[config.mk]
export PLATFORM = sky130hd
export DESIGN_NAME = nds_front
export DESIGN_NICKNAME = d
export VERILOG_FILES = /design/src/rtl/core/nds_pkg.sv /design/src/rtl/core/nds_front.sv
export SDC_FILE = /design/constraint.sdc
export NUM_CORES = 1
export LEC_CHECK = 0
export BUFFER_PORTS_ARGS = -buffer_cell sky130_fd_sc_hd__buf_4
export CORE_MARGIN = 2
export CORE_UTILIZATION = 25
export CTS_BUF_LIST = sky130_fd_sc_hd__clkbuf_2
export CTS_CLUSTER_DIAMETER = 30
export CTS_CLUSTER_SIZE = 28
export DETAILED_ROUTE_END_ITERATION = 16
export PLACE_DENSITY = 0.52
export SYNTH_ARGS = -nofsm -noshare
export SYNTH_HDL_FRONTEND = slang
export SYNTH_SLANG_ARGS = --single-unit
export TNS_END_PERCENT = 30
[constraint.sdc]
create_clock -name clock -period 5.9 [get_ports clock]
set_input_delay 1.18 -clock clock [delete_from_list [all_inputs] [get_ports clock]]
set_output_delay 1.18 -clock clock [all_outputs]
set_load 0.02 [all_outputs]
[src/rtl/core/nds_pkg.sv]
// Shared types, phase codes and Q3.29 ROM tables for the normal deviate sampler.
// Depends on nothing; used by nds_front, nds_back and normal_deviate_sampler.
`default_nettype none
package nds_pkg;

   typedef enum logic [2:0] {
      PH_IDLE      = 3'd0,
      PH_C_WIDTH   = 3'd1,
      PH_C_TEST    = 3'd2,
      PH_T_STAR    = 3'd3,
      PH_C_RESTART = 3'd4,
      PH_C_STAR    = 3'd5,
      PH_T_TEST    = 3'd6,
      PH_T_WIDTH   = 3'd7
   } phase_type;

   typedef enum logic [2:0] {
      EX_WAIT   = 3'd0,
      EX_LOOP   = 3'd1,
      EX_SCALE  = 3'd2,
      EX_BOUND  = 3'd3,
      EX_DECIDE = 3'd4,
      EX_OUT    = 3'd5
   } ex_type;

   // head of the uniform queue as seen by the back end
   typedef struct packed {
      logic        avail;
      logic [31:0] uniform;
   } fq_type;

   // convert a value in units of 1e-10 to Q3.29, rounded
   function automatic logic [31:0] q29(input logic [63:0] n);
      logic [63:0] r;
      r = (n * 64'd536870912 + 64'd5000000000) / 64'd10000000000;
      return r[31:0];
   endfunction

   localparam logic [31:0] TAB_A [32] = '{
      q29(64'd0), q29(64'd391760900), q29(64'd784124100), q29(64'd1177699000),
      q29(64'd1573107000), q29(64'd1970991000), q29(64'd2372021000),
      q29(64'd2776904000), q29(64'd3186394000), q29(64'd3601299000),
      q29(64'd4022501000), q29(64'd4450965000), q29(64'd4887764000),
      q29(64'd5334097000), q29(64'd5791322000), q29(64'd6260990000),
      q29(64'd6744898000), q29(64'd7245144000), q29(64'd7764218000),
      q29(64'd8305109000), q29(64'd8871466000), q29(64'd9467818000),
      q29(64'd10099900000), q29(64'd10775160000), q29(64'd11503490000),
      q29(64'd12298590000), q29(64'd13180110000), q29(64'd14177970000),
      q29(64'd15341210000), q29(64'd16759400000), q29(64'd18627320000),
      q29(64'd21538750000)
   };

   localparam logic [31:0] TAB_D [31] = '{
      q29(64'd0), q29(64'd0), q29(64'd0), q29(64'd0), q29(64'd0),
      q29(64'd2636843000), q29(64'd2425085000), q29(64'd2255674000),
      q29(64'd2116342000), q29(64'd1999243000), q29(64'd1899108000),
      q29(64'd1812252000), q29(64'd1736014000), q29(64'd1668419000),
      q29(64'd1607967000), q29(64'd1553497000), q29(64'd1504094000),
      q29(64'd1459026000), q29(64'd1417700000), q29(64'd1379632000),
      q29(64'd1344418000), q29(64'd1311722000), q29(64'd1281260000),
      q29(64'd1252791000), q29(64'd1226109000), q29(64'd1201036000),
      q29(64'd1177417000), q29(64'd1155119000), q29(64'd1134023000),
      q29(64'd1114027000), q29(64'd1095039000)
   };

   localparam logic [31:0] TAB_T [31] = '{
      q29(64'd7673828), q29(64'd23068700), q29(64'd38606180), q29(64'd54384540),
      q29(64'd70506990), q29(64'd87083960), q29(64'd104235700),
      q29(64'd122095300), q29(64'd140812500), q29(64'd160557900),
      q29(64'd181529000), q29(64'd203957300), q29(64'd228117700),
      q29(64'd254340700), q29(64'd283029600), q29(64'd314682200),
      q29(64'd349923300), q29(64'd389548300), q29(64'd434587800),
      q29(64'd486403500), q29(64'd546833400), q29(64'd618422200),
      q29(64'd704798300), q29(64'd811319500), q29(64'd946244400),
      q29(64'd1123001000), q29(64'd1364980000), q29(64'd1716886000),
      q29(64'd2276241000), q29(64'd3304980000), q29(64'd5847031000)
   };

   localparam logic [31:0] TAB_H [31] = '{
      q29(64'd392061700), q29(64'd393270500), q29(64'd395099900),
      q29(64'd397570300), q29(64'd400709300), q29(64'd404553300),
      q29(64'd409148100), q29(64'd414550700), q29(64'd420831100),
      q29(64'd428074800), q29(64'd436386300), q29(64'd445893200),
      q29(64'd456752300), q29(64'd469157100), q29(64'd483348700),
      q29(64'd499629800), q29(64'd518385900), q29(64'd540113800),
      q29(64'd565465600), q29(64'd595313000), q29(64'd630848900),
      q29(64'd673750300), q29(64'd726454400), q29(64'd792647100),
      q29(64'd878192200), q29(64'd993039800), q29(64'd1155599000),
      q29(64'd1404344000), q29(64'd1836142000), q29(64'd2790016000),
      q29(64'd7010474000)
   };

endpackage
`default_nettype wire

[src/rtl/core/nds_front.sv]
// Front end: accepts uniforms, normalizes them to 0.32 and queues two of them.
// Depends on nds_pkg for the queue-head struct.
`default_nettype none
module nds_front #(
   parameter int UNIFORM_BITS = 32
) (
   input  wire logic                    clock,
   input  wire logic                    reset,
   input  wire logic                    req_push,
   output logic                         req_full,
   input  wire logic [UNIFORM_BITS-1:0] req_uniform,
   output nds_pkg::fq_type              fq,
   input  wire logic                    take
);

   logic [31:0] norm;
   logic [31:0] mem_ff [2];
   logic        wr_ptr_ff, wr_ptr_in;
   logic        rd_ptr_ff, rd_ptr_in;
   logic [1:0]  cnt_ff, cnt_in;
   logic        do_push, do_pop;

   generate
      if (UNIFORM_BITS >= 32) begin : g_trunc
         assign norm = req_uniform[UNIFORM_BITS-1 -: 32];
      end else begin : g_fill
         assign norm = {req_uniform, {(32-UNIFORM_BITS){1'b0}}};
      end
   endgenerate

   assign req_full   = (cnt_ff == 2'd2);
   assign do_push    = req_push && !req_full;
   assign do_pop     = take && (cnt_ff != 2'd0);
   assign fq.avail   = (cnt_ff != 2'd0);
   assign fq.uniform = mem_ff[rd_ptr_ff];

   always_comb begin
      wr_ptr_in = do_push ? !wr_ptr_ff : wr_ptr_ff;
      rd_ptr_in = do_pop ? !rd_ptr_ff : rd_ptr_ff;
      cnt_in    = cnt_ff + {1'b0, do_push} - {1'b0, do_pop};
   end

   always_ff @(posedge clock) begin
      if (do_push) begin
         mem_ff[wr_ptr_ff] <= norm;
      end
   end

   always_ff @(posedge clock) begin
      if (reset) begin
         wr_ptr_ff <= 1'b0;
         rd_ptr_ff <= 1'b0;
         cnt_ff    <= 2'd0;
      end else begin
         wr_ptr_ff <= wr_ptr_in;
         rd_ptr_ff <= rd_ptr_in;
         cnt_ff    <= cnt_in;
      end
   end

endmodule
`default_nettype wire

==> flow_summary.rst <==
.. list-table::
   :header-rows: 1

   * - Metric
     - Value
   * - Result of the run
     - finished clean
   * - Design internal power
     - between 1 and 1.5 mW
   * - Startpoint kind of the worst setup timing path
     - register
   * - Cell leakage power
     - between 1 and 1.5 nW
   * - Wire length of the first global-routing pass
     - 7360 um
   * - Via-to-Cell Ratio
     - 3.91
   * - NetSw
     - 0.407 mW
   * - Sort of element at the end of the critical path
     - output port
   * - Peak Freq
     - approximately 0.32 GHz
   * - Via count of the first global-routing pass
     - between 1k and 1.5k
   * - Worst hold start
     - wr_ptr_ff$_SDFFE_PP0N_
   * - Wire per inst
     - between 10 and 15 um
   * - Layout cell share with drive strength beyond 1
     - 0.577
   * - Unrepaired setup endpoints after global routing
     - no
   * - Full die area
     - roughly 11000 sq um
   * - Number of instances in the placed design
     - about 330
   * - Post-Synthesis Cells
     - approximately 130
   * - Number of antenna cells inserted
     - 0
   * - Area of the core
     - ~9800 sq um
   * - Post-CTS sizing
     - 0
   * - Classification of the worst setup path
     - reg2out
   * - Number of search-and-repair iterations in the first detailed-routing pass
     - 4
   * - Sequential group share of total power
     - 0.457
   * - Effective utilization at floorplan
     - 0.259
   * - Arrival time at the worst endpoint
     - just under 2000 ps
   * - Final std cells w/o fill
     - 341
   * - Die span in y
     - between 100 and 150 um
   * - Total power density per cell area
     - 422 nW/um^2
   * - Port-buffer cells
     - 69
   * - Gp weighted congestion
     - ~0.62
   * - Number of antenna violations at the first check in global routing
     - 0
   * - Hold WC Path Type
     - reg2reg
   * - Root Buffer
     - sky130_fd_sc_hd__clkbuf_2
   * - Worst-path fanout max
     - 32
   * - GR Overflow Total
     - 0
   * - Yosys warning count
     - 0
   * - Width of the die
     - between 100 and 150 um
   * - Detailed Route WL
     - approximately 4700 um
   * - Residual antenna-violating net count after detailed routing
     - 0
   * - Layout Area Growth over Synthesis
     - 33.3%
   * - Top-level port count
     - 70
   * - Post-DP HPWL
     - approximately 3000 um
   * - Net count after synthesis
     - 164
   * - DRC violations left
     - 0
   * - Net switching fraction of the power
     - 0.284
   * - Average cell area after synthesis
     - 20.2 sq um
   * - TritonCTS Buffers
     - 9
   * - Worst-path clk slew
     - roughly 180 ps
   * - Mapped cell area
     - about 2500 sq um
   * - Crit path required time
     - 4720 ps
   * - Row cnt
     - 36
   * - CTS sink cnt
     - 69
   * - Slew HR
     - 0.464
   * - Combinational fraction of design power
     - 0.271
   * - # hold bufs at CTS
     - 0
   * - Slew at the pin closest to its max-slew limit
     - about 800 ps
   * - Number of violations reported at the end of detailed-routing iteration 0
     - 37
   * - Final standard cell utilization of the core
     - 0.345
   * - CTS tree
     - yes
   * - Clock power frac
     - 0.273
   * - Clock latency on the worst-skew pair
     - ~480 ps
   * - Maximum buffer depth of the clock tree
     - 2
   * - Fin Clk Skew
     - between 15 and 20 ps
   * - All-layer global routing usage
     - 0.0912
   * - Worst supply voltage drop on vdd
     - 0.000279 V
   * - Count of buffers added by post-CTS timing repair for setup
     - 0
   * - Synthesized flop and latch total
     - 69
   * - H-tree levels
     - 3
   * - Setup TNS
     - 0 ps
   * - Time the worst path needs with I/O delays and setup
     - approximately 3100 ps
   * - Critical register-to-register path startpoint
     - cnt_ff[0]$_SDFF_PP0_
   * - Setup-violating endpoint count in the final report
     - 0
   * - Non-Filler Cell Area, Final
     - approximately 3400 sq um
   * - Total count of hold-check failures in the final report
     - 0
   * - Pin count of the biggest net entering global routing
     - 33
   * - Number of vias in the routed layout
     - around 1.3k
   * - Number of distinct library cell variants in the gate-level netlist after synthesis
     - 21
   * - Post-placement cell area
     - approximately 3200 sq um
   * - Slew Viols, Final
     - 0
   * - Post-route clock period utilization
     - 0.531
   * - Proportion of synthesized chip area in sequential cells
     - 0.795
   * - Count of maximum capacitance violations
     - 0
   * - Net total in the final layout
     - about 240
## layout make-up
class / instances / area, sq um
clock inverter: 7 / 138
timing repair buffer: 70 / 526
tap: 133 / 166
fill: 985 / 6430
clock buffer: 9 / 45.0
sequential: 69 / 2020
inverter: 4 / 15.0
multi-input combinational: 49 / 479
## per-stage QoR
| step | hold slack, ps | power (mW) | worst slack, ps |
|---|---|---|---|
| after CTS | 523 | 1.46 | 2640 |
| final | 523 | 1.43 | 2770 |
| after detailed placement | 501 | 1.06 | 3240 |
| after floorplan | 451 | 0.901 | 3300 |
| after global routing | 540 | 1.51 | 2570 |
| after global placement | 467 | 1.06 | 3250 |
## flip-flops by register name (all words and copies together) (netlist names), named ones only
register,flops
wr_ptr_ff,1
cnt_ff,2
mem_ff,64
rd_ptr_ff,1
## worst max-delay path, stage by stage, from the launching register on
cell,delay (ps)
sky130_fd_sc_hd__dfxtp_2,880
sky130_fd_sc_hd__mux2_2,430
sky130_fd_sc_hd__buf_4,160
## final timing paths
path,endpoint,slack (ps),cells after the start
max,fq[14],2770,2
min,wr_ptr_ff$_SDFFE_PP0N_,520,2
min reg2reg,wr_ptr_ff$_SDFFE_PP0N_,520,2
max reg2reg,mem_ff[0][23]$_DFFE_PP_,4160,5
## metal layers
metal  GRT usage  vias to the layer above  share of wire  wire (um)
met2       0.151                       42           0.50       2390
met4      0.0571                        0          0.021        102
li1            -                      632              -          -
met1       0.101                      652           0.43       2060
met3      0.0306                        9          0.043        206
met5           0                        -              0          0
## synthesized netlist by cell type (all sizes together)
| cell | instances | area share |
|---|---|---|
| edfxtp | 64 | 0.76 |
| mux2 | 32 | 0.14 |
| dfxtp | 5 | 0.039 |
| inv | 4 | 0.0059 |
| buf | 3 | 0.0089 |
| nor2 | 3 | 0.0044 |
| ha | 2 | 0.0098 |
| xnor2 | 2 | 0.0069 |
| a21oi | 1 | 0.0020 |
| and3 | 1 | 0.0030 |
| clkbuf | 1 | 0.0020 |
| nand2 | 1 | 0.0015 |
| nand2b | 1 | 0.0034 |
| nor2b | 1 | 0.0025 |
| o21a | 1 | 0.0030 |
| o21ai | 1 | 0.0020 |
| or2 | 1 | 0.0025 |
| or3 | 1 | 0.0025 |
| xor2 | 1 | 0.0034 |
## layout by cell type (no fill, tap or decap), types with 2 or more instances in the layout
cell type,Yosys,layout
sky130_fd_sc_hd__xnor2_1,2,2
sky130_fd_sc_hd__inv_1,3,3
sky130_fd_sc_hd__clkbuf_2,1,9
sky130_fd_sc_hd__dfxtp_1,5,4
sky130_fd_sc_hd__edfxtp_1,64,64
sky130_fd_sc_hd__bufinv_16,0,4
sky130_fd_sc_hd__ha_1,2,2
sky130_fd_sc_hd__nor2_1,3,3
sky130_fd_sc_hd__mux2_2,30,30
sky130_fd_sc_hd__buf_4,3,70
sky130_fd_sc_hd__mux2_1,2,2
## power groups by stage
| stage | clock [mW] | combinational, mW | sequential, mW |
|---|---|---|---|
| final | 0.391 | 0.387 | 0.654 |
| after global routing | 0.429 | 0.416 | 0.665 |
| after CTS | 0.407 | 0.396 | 0.658 |
| after detailed placement | 0 | 0.394 | 0.670 |
| after global placement | 0 | 0.394 | 0.668 |
| after floorplan | 0 | 0.269 | 0.632 |
## cells by family after synthesis
kind of cell               count (synthesis)  synth area share
DFF                                       69             0.795
muxes                                     32             0.142
and+or+nand+nor                            9            0.0197
buffers and inverters                      8            0.0167
AOI/OAI and AO/OA                          3           0.00688
xor gates and xnor gates                   3            0.0103
adders and majority gates                  2           0.00984
Power figures use the tool's default switching activity.
